[config.mk]
export PLATFORM = sky130hd
export DESIGN_NAME = frdr_div_cell
export DESIGN_NICKNAME = d
export VERILOG_FILES = /design/src/hdl/fresnel_dielectric_reflectance_assert.svh /design/src/hdl/frdr_div_cell.sv
export SDC_FILE = /design/constraint.sdc
export NUM_CORES = 1
export LEC_CHECK = 0
export BUFFER_PORTS_ARGS = -buffer_cell sky130_fd_sc_hd__buf_2
export CORE_MARGIN = 2
export CORE_UTILIZATION = 40
export DETAILED_ROUTE_END_ITERATION = 10
export GPL_TIMING_DRIVEN = 0
export PLACE_DENSITY = 0.74
export SYNTH_ARGS = -nofsm -noshare
export SYNTH_HDL_FRONTEND = slang
export SYNTH_SLANG_ARGS = --single-unit
[constraint.sdc]
create_clock -name clock -period 7.9 [get_ports clock]
set_clock_uncertainty 0.15 [all_clocks]
set_input_delay 0.395 -clock clock [delete_from_list [all_inputs] [get_ports clock]]
set_output_delay 0.395 -clock clock [all_outputs]
set_load 0.01 [all_outputs]
[src/hdl/fresnel_dielectric_reflectance_assert.svh]
// Assertion macros used by the Fresnel reflectance top level.
`ifndef FRESNEL_DIELECTRIC_REFLECTANCE_ASSERT_SVH
`define FRESNEL_DIELECTRIC_REFLECTANCE_ASSERT_SVH

// Check that cons holds in the same cycle as ante.
`define FRDR_ASSERT_SAME(lbl, ante, cons, msg) \
   lbl: assert property (@(posedge clock) disable iff (reset) (ante) |-> (cons)) \
      else $error(msg);

// Check that cons holds in the cycle after ante.
`define FRDR_ASSERT_NEXT(lbl, ante, cons, msg) \
   lbl: assert property (@(posedge clock) disable iff (reset) (ante) |=> (cons)) \
      else $error(msg);

`endif

[src/hdl/frdr_div_cell.sv]
// One restoring-division cell: produce one quotient bit per cycle while enabled.
module frdr_div_cell #(
   parameter int DW = 28,
   parameter int NW = 33,
   parameter int QW = 33,
   parameter int SW = 46
) (
   input  logic          clock,
   input  logic          reset,
   input  logic          enable,
   input  logic          in_valid,
   input  logic [DW-1:0] in_rem,
   input  logic [DW-1:0] in_den,
   input  logic [NW-1:0] in_num,
   input  logic [QW-1:0] in_quo,
   input  logic [SW-1:0] in_side,
   output logic          out_valid,
   output logic [DW-1:0] out_rem,
   output logic [DW-1:0] out_den,
   output logic [NW-1:0] out_num,
   output logic [QW-1:0] out_quo,
   output logic [SW-1:0] out_side
);
   logic [DW:0]   trial;
   logic          ge;
   logic [DW:0]   diff;
   logic          valid_ff;
   logic [DW-1:0] rem_ff, rem_in, den_ff;
   logic [NW-1:0] num_ff;
   logic [QW-1:0] quo_ff;
   logic [SW-1:0] side_ff;

   always_comb begin
      trial  = {in_rem, in_num[NW-1]};
      ge     = (trial >= {1'b0, in_den});
      diff   = trial - {1'b0, in_den};
      rem_in = ge ? diff[DW-1:0] : trial[DW-1:0];
   end

   always_ff @(posedge clock) begin
      if (reset) begin
         valid_ff <= 1'b0;
      end else if (enable) begin
         valid_ff <= in_valid;
      end
   end

   always_ff @(posedge clock) begin
      if (enable) begin
         rem_ff  <= rem_in;
         den_ff  <= in_den;
         num_ff  <= in_num << 1;
         quo_ff  <= {in_quo[QW-2:0], ge};
         side_ff <= in_side;
      end
   end

   assign out_valid = valid_ff;
   assign out_rem   = rem_ff;
   assign out_den   = den_ff;
   assign out_num   = num_ff;
   assign out_quo   = quo_ff;
   assign out_side  = side_ff;
endmodule

* Yosys cells after proc, flatten, opt, wreduce, memory -nomap -nowiden
Cells that the tools add are included.
** Cells by class
- Add/sub/neg operators :: 1
- Magnitude comparators :: 1
- Muxes and demuxes :: 1
** Operators with widths (count)
- $ge A29 B28 Y1 :: 1
- $mux W28 :: 1
- $sub A28 B28 Y28 :: 1
** Storage, ports and cells
- Register bits :: 168
- Output and inout bits :: 169
- Word-level logic and storage cells :: 9

* Logic depth before layout (Yosys ltp)
- Depth after elaboration :: 2
- Gate-level depth with buffers :: 13
- Depth with buffers taken out :: 11

* Worst setup path before layout
No wires, ideal clock.
- Path type :: input-to-reg
- Start point :: in in_den[11]
- End point :: reg rem_ff[21] (netlist: out_rem[21]) (data pin)
- Setup time :: 0.260 ns
- Data arrival time :: 2.432 ns
- Data required time :: 7.490 ns
- Slack :: 5.058 ns
- Stages :: 13
- Cell sequence :: inv_1 ha_1 buf_2 nand2_1 nor2_1 nor2_1 a31oi_2 a31oi_2 a21oi_2 a41o_1 buf_6 buf_6 mux2_4
** On the way
- Word-level cells in the longest chain between the ends :: 2
- Elaborated cells on any way between the ends :: 3
- Those cells by class :: add/sub: 1; order compare: 1; mux: 1
** Ends and longest elaborated chain
- start: declaration :: RTL line frdr_div_cell.sv:13 : input logic [DW-1:0] in_den,
- $ge A29 B28 Y1 :: RTL line frdr_div_cell.sv:35 : ge = (trial >= {1'b0, in_den});
- via ge :: RTL line frdr_div_cell.sv:25 : logic ge;
- $mux W28 :: RTL line frdr_div_cell.sv:37 : rem_in = ge ? diff[DW-1:0] : trial[DW-1:0];
- via rem_in[21] :: RTL line frdr_div_cell.sv:28 : logic [DW-1:0] rem_ff, rem_in, den_ff;
- end signal: assignment :: RTL line frdr_div_cell.sv:50 : rem_ff <= rem_in;
- end: declaration :: RTL line frdr_div_cell.sv:28
The timed path passes the listed nets, and every way through them passes these cells.
A chain may end at the register's enable or synchronous reset.

* Final worst setup path
- Start point :: in in_den[15]
- End point :: reg rem_ff[24] (netlist: out_rem[24]) (data pin)
Same word-level chain as after synthesis.

==> reports/qor.txt <==
status: finished clean
chip width: 138 microns
Seq/Total Area, Yosys: 69.7%
Finished Layout Cells: 1201
post-synth net total: 674
Max Slew Vio Count: 0
Seq pwr share: 46.4%
first-pass iteration count of the detailed router: 5
Remaining DRCs: 0
area delta synth->final: 53.6%
Num CTS Buffers: 17
TNS Setup: 0 ns
final setup vio count: 0
combinational power share: 19.3%
min cycle time layout: 3.64 ns
Hold Violations, Final: 0
commonest non-fill, non-tap cells in the layout: buf_2, edfxtp_1, dlygate4sd3_1
Synth Warn #: 0
Clock Sinks: 168
GR Overflow Total: 0
synth unique cells: 55
CP dominant cell by count: buf_6
number of synthesized register bits: 168
max_cap viols: 0
1st-iter DRT viols: 533
worst-case clock buffer depth: 2
area of the multi-input gates: 1950 sq um
f_max: 274 MHz
CP cell instances: dlygate4sd3_1, buf_2, inv_1, ha_1, clkbuf_1, nand2_1, nor2_1, nand3_1, nor3_1, nand4_1, o21ai_0, a41o_1, buf_6, buf_6, mux2_4
EDFF count, synth: 167
Detailed Route WL: 23200 microns
initial antenna violation count: 1
Internal: 1.72 mW
hold_sp: in_den[24]
initial core utilization: 40.5%
Worst-path clk slew: 0.07 ns
dpl hpwl: 16000 microns
vias in the first global route: 5978
fin nets: 1159
Slew @ Worst Pin: 0.639 ns
sequential cell area: 5030 sq um
WP data required: 7.92 ns
worst rel slew slack: 57.4%
detailed-route wire length per cell: 19.3 microns
CTS tree: done
mean post-synth cell area: 15.3 sq um
switching fraction of total power: 27.6%
Crit Path Class: input pin to flip-flop
Critical R2R Launch: out_valid$_SDFFE_PP0P_
Site Rows: 49
cell area after synthesis: 7220 sq um
worst path arrival time: 3.67 ns
Post-Syn Instances: 473
count of boundary I/O pins: 341
core area: 17800 sq um
Clk pwr share: 34.3%
Overall Global Routing Usage: 23.8%
Top FF cell, synth: edfxtp_1
fin crit share: 46.1%
Port Buffers: 338
htree depth: 4
PwrDens: 214 nW/um^2
type of destination of the critical path: flip-flop
Worst VDD drop: 0.156 mV
Crit-path slowest cell: dlygate4sd3_1
Root Buffer: clkbuf_16
routed vias: 5927
Worst setup SP type: input pin
CP Max Fanout: 10
P_leak: 4.91 nW
largest net degree at the start of global routing: 88
antenna-violating nets left: 0
Switch Pwr: 654 uW
Clk Latency, worst-skew pair: 0.43 ns
Post-Route Utilization: 62.2%
Vias per Instance: 4.94
Worst Setup SP: in_den[15]
Hold WC Path Type: input pin to flip-flop
Cells after DPL: 1041
Slowest Stage Delay on Critical Path: 0.54 ns
die footprint: 19100 sq um
first-pass GRT wire length: 34700 microns
gpl congestion: 0.853
Post-CTS Setup Bufs: 0
# fillers: 1383
Die Y: 138 microns
Post-synth ARST share: 0%
layout cell share with drive strength beyond 1: 42.8%
commonest non-fill, non-tap cell in the layout: buf_2
RSZ-0062 raised after global routing: false
==> sequential cells by signal (all words and copies together) (netlist names) <==
signal     flops
out_den       28
out_num       32
out_quo       33
out_rem       28
out_side      46
out_valid      1
==> power groups by stage <==
| stage | clock (mW) | combinational (mW) | sequential [mW] |
|---|---|---|---|
| finish | 0.814 | 0.457 | 1.10 |
| global route | 0.869 | 0.491 | 1.11 |
| CTS | 0.828 | 0.454 | 1.10 |
| detailed placement | 0 | 0.401 | 1.12 |
| global placement | 0 | 0.393 | 1.12 |
| floorplan | 0 | 0.162 | 1.16 |
==> stage by stage <==
step	total power [mW]	area (sq um)	setup WS, ns	hold WS (ns)
floorplan	1.33	7220	5.06	0.317
global route	2.47	11100	4.04	0.00321
CTS	2.38	11100	4.24	0.00102
finish	2.37	11100	4.26	0.0195
detailed placement	1.52	9240	4.35	0.330
global placement	1.51	9200	4.13	0.322
==> cell families (layout without fill, tap and decap cells) <==
kind of cell               after synthesis  after routing  share of synthesized area, %
AOI/OAI and AO/OA                       91             91                          8.92
xor gates and xnor gates                22             22                          2.67
adders and majority gates               29             29                          5.13
DFF                                    168            168                          69.7
and+or+nand+nor                         77             77                          5.40
muxes                                   30             30                          4.83
other                                    1              2                        0.0519
buffers and inverters                   55            553                          3.29
==> final timing paths <==
check                                               to  slack (ns)  cells after the start
worst min register to register  out_valid$_SDFFE_PP0P_        0.35                      2
worst max register to register  out_valid$_SDFFE_PP0P_        7.15                      2
worst min-delay path             out_den[24]$_DFFE_PP_        0.02                      1
worst max-delay path             out_rem[24]$_DFFE_PP_        4.26                     15
==> what timing repair did <==
item,in CTS,in global routing
hold buffers,123,4
endpoints found under the hold margin,123,4
resized for setup,0,0
endpoints found under the setup margin,0,0
==> layout make-up <==
type                            count  share of cell area (%)
Inverter                           38                    1.29
Timing Repair Buffer              466                    27.0
Antenna cell                        1                  0.0226
Sequential cell                   168                    45.4
Tap cell                          229                    2.58
Clock buffer                       18                    3.87
Buffer                             17                   0.857
Clock inverter                     14                    1.36
Multi-Input combinational cell    250                    17.6
==> routing by layer <==
metal  track usage [%]  vias to the layer above  wire length [microns]
li1                  -                     2751                      -
met1              28.1                     2864                   8910
met2              42.4                      281                  12100
met3              6.72                       31                   1640
met4              7.30                        0                    546
met5                 0                        -                      0
==> synth_stat cells (3+ instances only) <==
cell      count  area [sq um]
edfxtp_1    167          5010
inv_1        38           143
a21oi_1      30           150
ha_1         28           350
mux2_2       19           214
nor2_1       19          71.3
nand2_1      18          67.6
xnor2_1      13           114
a21o_1       12          90.1
o21ai_0      12          60.1
clkbuf_1      9          33.8
xor2_1        9          78.8
nand4_1       7          43.8
nor3_1        7          35.0
mux2i_1       6          60.1
nand3_1       6          30.0
and3_1        5          31.3
mux2_4        5          75.1
o211ai_1      5          37.5
o21bai_1      5          37.5
buf_2         4          20.0
a31oi_1       3          18.8
buf_6         3          33.8
nand2b_1      3          18.8
==> worst max-delay path: cells and delay by family <==
| kind | cells | cell delay [ns] |
|---|---|---|
| buf+inv | 6 | 1.33 |
| simple gates | 5 | 1.02 |
| compound gates | 2 | 0.34 |
| mux | 1 | 0.32 |
| fa+ha+maj | 1 | 0.26 |
(Power assumes the default switching activity.)
