<file path="src/hdl/fresnel_dielectric_reflectance_assert.svh">
// Assertion macros used by the Fresnel reflectance top level.
`ifndef FRESNEL_DIELECTRIC_REFLECTANCE_ASSERT_SVH
`define FRESNEL_DIELECTRIC_REFLECTANCE_ASSERT_SVH

// Check that cons holds in the same cycle as ante.
`define FRDR_ASSERT_SAME(lbl, ante, cons, msg) \
   lbl: assert property (@(posedge clock) disable iff (reset) (ante) |-> (cons)) \
      else $error(msg);

// Check that cons holds in the cycle after ante.
`define FRDR_ASSERT_NEXT(lbl, ante, cons, msg) \
   lbl: assert property (@(posedge clock) disable iff (reset) (ante) |=> (cons)) \
      else $error(msg);

`endif

</file>
<file path="src/hdl/frdr_sqrt_cell.sv">
// One digit-by-digit square-root cell: produce one root bit per cycle while enabled.
module frdr_sqrt_cell #(
   parameter int XW = 34,
   parameter int RTW = 17,
   parameter int SW = 46
) (
   input  logic           clock,
   input  logic           reset,
   input  logic           enable,
   input  logic           in_valid,
   input  logic [RTW+2:0] in_rem,
   input  logic [RTW-1:0] in_root,
   input  logic [XW-1:0]  in_x,
   input  logic [SW-1:0]  in_side,
   output logic           out_valid,
   output logic [RTW+2:0] out_rem,
   output logic [RTW-1:0] out_root,
   output logic [XW-1:0]  out_x,
   output logic [SW-1:0]  out_side
);
   localparam int RW = RTW + 3;

   logic [RW+1:0]  cur;
   logic [RW+1:0]  trial;
   logic [RW+1:0]  diff;
   logic           ge;
   logic [RW-1:0]  rem_in, rem_ff;
   logic           valid_ff;
   logic [RTW-1:0] root_ff;
   logic [XW-1:0]  x_ff;
   logic [SW-1:0]  side_ff;

   always_comb begin
      cur    = {in_rem, in_x[XW-1:XW-2]};
      trial  = {3'b000, in_root, 2'b01};
      ge     = (cur >= trial);
      diff   = cur - trial;
      rem_in = ge ? diff[RW-1:0] : cur[RW-1:0];
   end

   always_ff @(posedge clock) begin
      if (reset) begin
         valid_ff <= 1'b0;
      end else if (enable) begin
         valid_ff <= in_valid;
      end
   end

   always_ff @(posedge clock) begin
      if (enable) begin
         rem_ff  <= rem_in;
         root_ff <= {in_root[RTW-2:0], ge};
         x_ff    <= in_x << 2;
         side_ff <= in_side;
      end
   end

   assign out_valid = valid_ff;
   assign out_rem   = rem_ff;
   assign out_root  = root_ff;
   assign out_x     = x_ff;
   assign out_side  = side_ff;
endmodule

</file>
<file path="config.mk">
export PLATFORM = sky130hd
export DESIGN_NAME = frdr_sqrt_cell
export DESIGN_NICKNAME = d
export VERILOG_FILES = /design/src/hdl/fresnel_dielectric_reflectance_assert.svh /design/src/hdl/frdr_sqrt_cell.sv
export SDC_FILE = /design/constraint.sdc
export NUM_CORES = 1
export LEC_CHECK = 0
export BUFFER_PORTS_ARGS = -buffer_cell sky130_fd_sc_hd__buf_4
export CAP_MARGIN = 0
export CORE_MARGIN = 8
export CORE_UTILIZATION = 40
export CTS_CLUSTER_SIZE = 14
export DETAILED_ROUTE_END_ITERATION = 10
export PLACE_DENSITY = 0.68
export RECOVER_POWER = 50
export SYNTH_ARGS = -nofsm -noshare
export SYNTH_HDL_FRONTEND = slang
export SYNTH_SLANG_ARGS = --single-unit
</file>
<file path="constraint.sdc">
create_clock -name clock -period 2.6 [get_ports clock]
set_input_delay 0.13 -clock clock [delete_from_list [all_inputs] [get_ports clock]]
set_output_delay 0.13 -clock clock [all_outputs]
set_load 0.1 [all_outputs]
</file>
=== Word level (Yosys, flattened, before mapping) ===
Cells that the tools add are included.

* Output and inout bits: 118
* Input port bits: 121
* Register bits: 116
* Memories kept: 0
* Bits in latches: 0
* Word-level logic and storage cells: 8
* RAM bits: 0
* ROM bits: 0

* Multipliers: 0
* Divide/modulo/power cells: 0
* Mux-type cells: 1
* Equal/unequal tests: 0
* Reduce and logical (&&, ||, !) cells: 0
* Order comparisons: 1
* Bitwise logic cells: 0
* Shift operators: 0
* $add $sub $neg: 1

{| class="wikitable"
|+ Operators with widths
! cell !! count
|-
| 22-bit by 19-bit >= comparator with 1-bit output || 1
|-
| 20-bit two-way mux || 1
|-
| 20-bit by 19-bit subtractor with 20-bit output || 1
|}

=== Depth between registers and ports, before layout ===
Gate-level depths: netlist of run 1.

* Word-level depth: 2
* Depth in mapped cells: 10
* Depth with buffers taken out: 8

=== Least setup slack after synthesis of run 1 ===
OpenSTA, ideal clock, no wires.

* Kind: input-to-reg
* Start: input in_root[4]
* End: register rem_ff[10] (netlist: out_rem[10]), data pin
* Setup time: 0.260 ns
* Stages: 10
* Path slack: 0.369 ns
* Data arrival time: 1.970 ns
* Cell sequence: inv_1 > ha_1 > buf_2 > nand2_1 > or3_1 > o31ai_1 > a21oi_2 > nand2_4 > buf_6 > mux2_4

* Word-level cells in the longest chain between the ends: 2

{| class="wikitable"
|+ Ends and longest elaborated chain
! what !! line !! text
|-
| start, declared || frdr_sqrt_cell.sv:12 || <nowiki>input logic [RTW-1:0] in_root,</nowiki>
|-
| 22-bit by 19-bit >= comparator with 1-bit output || frdr_sqrt_cell.sv:36 || <nowiki>ge = (cur >= trial);</nowiki>
|-
| net ge || frdr_sqrt_cell.sv:26 || <nowiki>logic ge;</nowiki>
|-
| 20-bit two-way mux || frdr_sqrt_cell.sv:38 || <nowiki>rem_in = ge ? diff[RW-1:0] : cur[RW-1:0];</nowiki>
|-
| net rem_in[10] || frdr_sqrt_cell.sv:27 || <nowiki>logic [RW-1:0] rem_in, rem_ff;</nowiki>
|-
| end signal, assigned || frdr_sqrt_cell.sv:51 || <nowiki>rem_ff <= rem_in;</nowiki>
|-
| end, declared || frdr_sqrt_cell.sv:27 ||
|}

The timed path passes the listed nets, and every way through them passes these cells.
A chain may end at the register's enable or synchronous reset.

=== Worst setup path in the final report of run 1 ===
* Start: input in_root[2]
* End: register rem_ff[15] (netlist: out_rem[15]), data pin

* Word-level cells in the longest chain between the ends: 2

{| class="wikitable"
|+ Ends and longest elaborated chain
! what !! line
|-
| 20-bit by 19-bit subtractor with 20-bit output or 22-bit by 19-bit >= comparator with 1-bit output (tied branches) || frdr_sqrt_cell.sv:37, frdr_sqrt_cell.sv:36
|-
| 20-bit two-way mux (*) || frdr_sqrt_cell.sv:38
|-
| net rem_in[15] || frdr_sqrt_cell.sv:27
|}

Mark *: on every way through the listed nets, which the timed path passes. The rest lies on a longest branch.

==> impl_metrics.ini, run 1 <==
[status]
status = finished, violations left
violations = capacitance limit, slew limit

[clock_tree]
cts_tree = yes
cts_made_buffers = 17
cts.sinks = 116
worstSkewPairLatency_ps = 410
cts-htree-levels = 4
cts_root_buf = clkbuf_16
clk_pin_slew_ps = 50
clockBufferDepth = 2

[global_routing]
track_usage = 0.2188
grt_max_degree = 91
overflow = 0
antenna_found_initial = 0
grt_pass1_wl_mm = 26.40
grt_pass1_vias = 4311

[synth]
yosys.area_share.xor_xnor = 0.02685
synth_mux_area_frac = 0.04833
synthSimpleGateAreaFrac = 0.05190
synth_edf_count = 115
synth_top_area_frac = 0.7057
yosys.area.top_type = edfxtp_1
netlist_instances = 309
async_flop_share = 0
synth_cell_types = 48
synth-seq-cells = 116
seq_area_frac_synth = 0.7098
synthTopCellsByArea = edfxtp_1, ha_1, mux2_4
synth_flop_cell = edfxtp_1
synth_compound_area_frac = 0.08693
yosys.area_share.adder = 0.04858
syn_area_um2 = 4893
yosys_warnings = 0
avgSynthCellArea_um2 = 15.84
synth_top_family_by_area = compound AO/OA/AOI/OAI gates

[placement]
place_hpwl_mm = 11.50
gp_congestion = 0.8571
post-place-ws_ps = 96.67
portBuffers = 236
dp.cells = 695

[drt]
drt_iter0_drc = 365
wl_mm = 17.74
ant_nets = 0
dr.pass1.iters = 4
vias = 4099
via_per_inst = 4.956
drc = 0
wire_per_inst_um = 21.45

[sta]
max_slew_margin = -0.01879
max_freq_ghz = 0.3944
finalMaxSlewViolations = 28
skew_ps = 0
fin_crit_ps = 2535
post-route-period-util = 0.9752
tightest_slew_ps = 1528
finalSetupViolations = 0
final_hold_viol_count = 0
finalWorstSetupSlack_ps = 64.52

[worst_setup_path]
arrival_ps = 2690
r2r_slack_ps = 1440
critPathLaunchType = input port
cp-end-kind = flip-flop
path_max_fanout = 4
required_ps = 2760
crit_type = input port to flip-flop

[final_layout]
fin_nets = 807
area_delta_synth_final_pct = 73.77
n_antenna_cell = 0
fin_cells = 827
drive_above_1_share = 0.4324

[floorplanning]
die_h_um = 126.6
start_util = 0.4091
die_area_um2 = 16030
num_io_pins = 239
coreArea_um2 = 11960
die_w_um = 126.6
fp-row-count = 40

[power]
finalPower_mw = 7.099
p_leak_nw = 3.718
powerDensity_nw_per_um2 = 834.9
ir_drop_uv = 389.0

[flow_run]
max_cap_viol_count = 1

[hold_path]
hold_path.class = input port to flip-flop
==> per-stage QoR <==
stage               setup TNS (ps)  cell area, µm²  hold WS [ps]    util
floorplan                        0            4897         202.4       -
global placement                 0            6880         289.7  0.5752
detailed placement               0            6880         292.1  0.5752
CTS                              0            8478         12.22  0.7088
global route                -102.9            8503         20.28  0.7109
finish                           0            8503         32.65  0.7109
==> path summary, 6_finish.rpt <==
check,from,end,cells after the start
worst max-delay path,in_root[2],out_rem[15]$_DFFE_PP_,10
worst min-delay path,in_rem[12],out_rem[14]$_DFFE_PP_,2
worst min register to register,out_valid$_SDFFE_PP0P_,out_valid$_SDFFE_PP0P_,3
worst max register to register,out_valid$_SDFFE_PP0P_,out_valid$_SDFFE_PP0P_,3
==> critical path, stage by stage <==
cell,delay (ps)
dlygate4sd3_1,530
clkbuf_4,130
inv_1,30
ha_1,320
a21oi_1,150
o31a_1,250
a211oi_2,120
or4b_2,630
o211a_1,140
mux2_4,250
==> cell usage in the layout, fill, tap and decap left out, types with 4 or more instances in the layout <==
master         count
edfxtp_1         115
nand2_1           10
dlygate4sd3_1     96
inv_1             21
a21oi_1           14
clkbuf_16         17
xnor2_1            9
xor2_1             6
o21a_1             4
mux2_4             7
clkbuf_1          10
bufinv_16          5
o21ai_0            9
and3_1             4
a21o_1             8
ha_1              19
clkbuf_4          83
buf_4            155
mux2_2             9
nor2_1            17
nor3_1             5
==> per-layer routing <==
layer	vias to the layer above	track usage	part of all wire
met5	-	0	0
met4	0	0.06440	0.018
met3	23	0.08421	0.088
met2	212	0.3789	0.52
met1	1963	0.2446	0.38
li1	1901	-	-
==> power by group <==
group          internal (mW)  leakage, nW  total [mW]  switching, mW
Sequential              2.27         1.13        2.33         0.0585
Combinational          0.595         2.28        2.24           1.64
Clock                   1.69        0.301        2.54          0.844
Total                   4.55         3.72        7.10           2.54
==> registers in the layout (all words and copies together) (netlist names) <==
name	count
out_rem	20
out_side	46
out_x	32
out_valid	1
out_root	17
==> cells by family (layout without fill, tap and decap cells) <==
group,Yosys count,after routing
flip-flops,116,116
XOR/XNOR,15,15
multiplexers,19,19
AO/OA/AOI/OAI,60,60
buffers and inverters,28,397
adder cells (fa/ha/maj),19,19
AND/OR/NAND/NOR,51,52
other,1,2
==> layout make-up <==
| type | count | area (µm²) |
|---|---|---|
| clock buffers | 18 | 429.2 |
| clock inverters | 14 | 207.7 |
| fillers | 769 | 3458 |
| inverters | 21 | 78.83 |
| multi-input cells | 167 | 1329 |
| flip-flops and latches | 116 | 3473 |
| well taps | 147 | 183.9 |
| repair buffers | 344 | 2801 |
==> cells in the mapped netlist (5+ instances only) <==
master,count
nor2_1,17
nand2_1,10
edfxtp_1,115
o21ai_0,9
a21o_1,8
mux2_2,9
ha_1,19
xnor2_1,9
a21oi_1,15
nor3_1,5
mux2_4,7
xor2_1,6
inv_1,21
==> what timing repair did <==
item	CTS	global route
resized for setup	0	4
buffers inserted	0	3
setup endpoints to repair	0	16
hold buffers	96	0
hold endpoints to repair	95	0
No activity file was read; power rests on OpenSTA's default activity.
==> run 2, diff against run 1 <==
--- a/config.mk
+++ b/config.mk
@@ -8,10 +8,10 @@
 export BUFFER_PORTS_ARGS = -buffer_cell sky130_fd_sc_hd__buf_4
 export CAP_MARGIN = 0
 export CORE_MARGIN = 8
-export CORE_UTILIZATION = 40
+export CORE_UTILIZATION = 46
 export CTS_CLUSTER_SIZE = 14
 export DETAILED_ROUTE_END_ITERATION = 10
-export PLACE_DENSITY = 0.68
+export PLACE_DENSITY = 0.77
 export RECOVER_POWER = 50
 export SYNTH_ARGS = -nofsm -noshare
 export SYNTH_HDL_FRONTEND = slang
==> run 2 against run 1 <==
Effect of this change:
- the run now ends clean
- sequential power is essentially flat
- cell count grew 0.60%
- first-iteration DRC count shrank 3.6%
- utilization grew 12 points
- die area shrank 11%
- critical endpoint unchanged
==> impl_metrics.ini, run 2 (same netlist as run 1, synthesis figures left out) <==
[status]
status = finished clean

[clock_tree]
clk_pin_slew_ps = 60
cts_made_buffers = 17
cts_tree = yes
clockBufferDepth = 2
cts-htree-levels = 4
worstSkewPairLatency_ps = 510
cts.sinks = 116
cts_root_buf = clkbuf_8

[drt]
ant_nets = 0
vias = 4293
drt_iter0_drc = 352
wire_per_inst_um = 23.21
dr.pass1.iters = 4
wl_mm = 19.31
drc = 0
via_per_inst = 5.160

[floorplanning]
num_io_pins = 239
die_area_um2 = 14190
fp-row-count = 37
coreArea_um2 = 10320
die_h_um = 119.1
die_w_um = 119.1
start_util = 0.4740

[sta]
skew_ps = 0
post-route-period-util = 0.9730
finalMaxSlewViolations = 0
tightest_slew_ps = 1015
fin_crit_ps = 2530
finalSetupViolations = 0
holdWs_ps = 13.14
max_slew_margin = 0.3235
max_freq_ghz = 0.3953
finalWorstSetupSlack_ps = 70.08
final_hold_viol_count = 0

[final_layout]
final_cell_mix = buf_4, edfxtp_1, dlygate4sd3_1, clkbuf_4, inv_1
drive_above_1_share = 0.4138
n_antenna_cell = 0
fin_nets = 823
largest_reg_flops = 46
area_delta_synth_final_pct = 74.94
final_common_cell = buf_4

[global_routing]
track_usage = 0.2691
grt_max_degree = 72
overflow = 0
grt_pass1_wl_mm = 28.70
grt_pass1_vias = 4512
antenna_found_initial = 0

[worst_setup_path]
path_max_fanout = 3
cp-end-kind = flip-flop
arrival_ps = 2800
r2r_slack_ps = 1380
crit_type = input port to flip-flop
required_ps = 2870
critPathLaunchType = input port

[flow_run]
max_cap_viol_count = 0

[placement]
place_hpwl_mm = 11.57
gp_congestion = 0.8855
post-place-ws_ps = 100.4
portBuffers = 236

[power]
p_leak_nw = 3.741
finalPower_mw = 6.927
ir_drop_uv = 447.7
powerDensity_nw_per_um2 = 809.2

[hold_path]
hold_path.class = input port to flip-flop
-- run 2: cell types whose count changed in the layout (fill, tap and decap cells not counted), moves of 2 or more --
cell,previous run,this run
clkbuf_1,10,13
clkbuf_4,83,80
buf_4,155,153
bufinv_16,5,3
dlygate4sd3_1,96,113
-- run 2: per-stage QoR --
step	instance area, µm²	utilization	cells	TNS, ps
after floorplan	4897	-	310	0
after global placement	6874	0.6659	685	0
after detailed placement	6874	0.6659	685	0
after CTS	8584	0.8315	830	0
after global routing	8561	0.8292	832	-0.1532
final	8561	0.8292	832	0
-- run 2: cell type report --
| cell class | count | area (µm²) |
|---|---|---|
| clock buffers | 18 | 417.9 |
| flip-flops and latches | 116 | 3473 |
| clock inverters | 14 | 161.4 |
| repair buffers | 360 | 2950 |
| well taps | 136 | 170.2 |
| fillers | 515 | 1763 |
| multi-input cells | 167 | 1309 |
| inverters | 21 | 78.83 |
-- run 2: path summary, 6_finish.rpt --
| path | startpoint | end | cells after the start |
|---|---|---|---|
| min reg2reg | out_valid$_SDFFE_PP0P_ | out_valid$_SDFFE_PP0P_ | 3 |
| min | in_rem[15] | out_rem[17]$_DFFE_PP_ | 2 |
| max reg2reg | out_valid$_SDFFE_PP0P_ | out_valid$_SDFFE_PP0P_ | 3 |
| max | in_root[6] | out_rem[15]$_DFFE_PP_ | 10 |
-- run 2: critical path: stages --
cell	delay (ps)
dlygate4sd3_1	530
clkbuf_1	170
inv_1	60
ha_1	290
a211oi_1	290
o21ai_1	120
o211a_1	170
or4b_2	640
o211a_1	140
mux2_4	250
-- run 2: timing repair --
action                                  4_1_cts  5_1_grt
endpoints found under the setup margin        0       15
hold endpoints to repair                    118        0
gates resized for setup                       0        2
buffers inserted                              0        1
hold buffers                                113        0
-- run 2: report_power, final --
group | leakage (nW) | switching [mW] | internal [mW]
clock | 0.276 | 0.867 | 1.45
combinational | 2.33 | 1.66 | 0.612
sequential | 1.13 | 0.0671 | 2.27
total | 3.74 | 2.60 | 4.33
-- run 2: per-layer routing --
| layer | part of all wire | GRT usage |
|---|---|---|
| met1 | 0.37 | 0.2984 |
| met2 | 0.54 | 0.4942 |
| met3 | 0.074 | 0.07889 |
| met4 | 0.012 | 0.06482 |
| met5 | 0 | 0 |
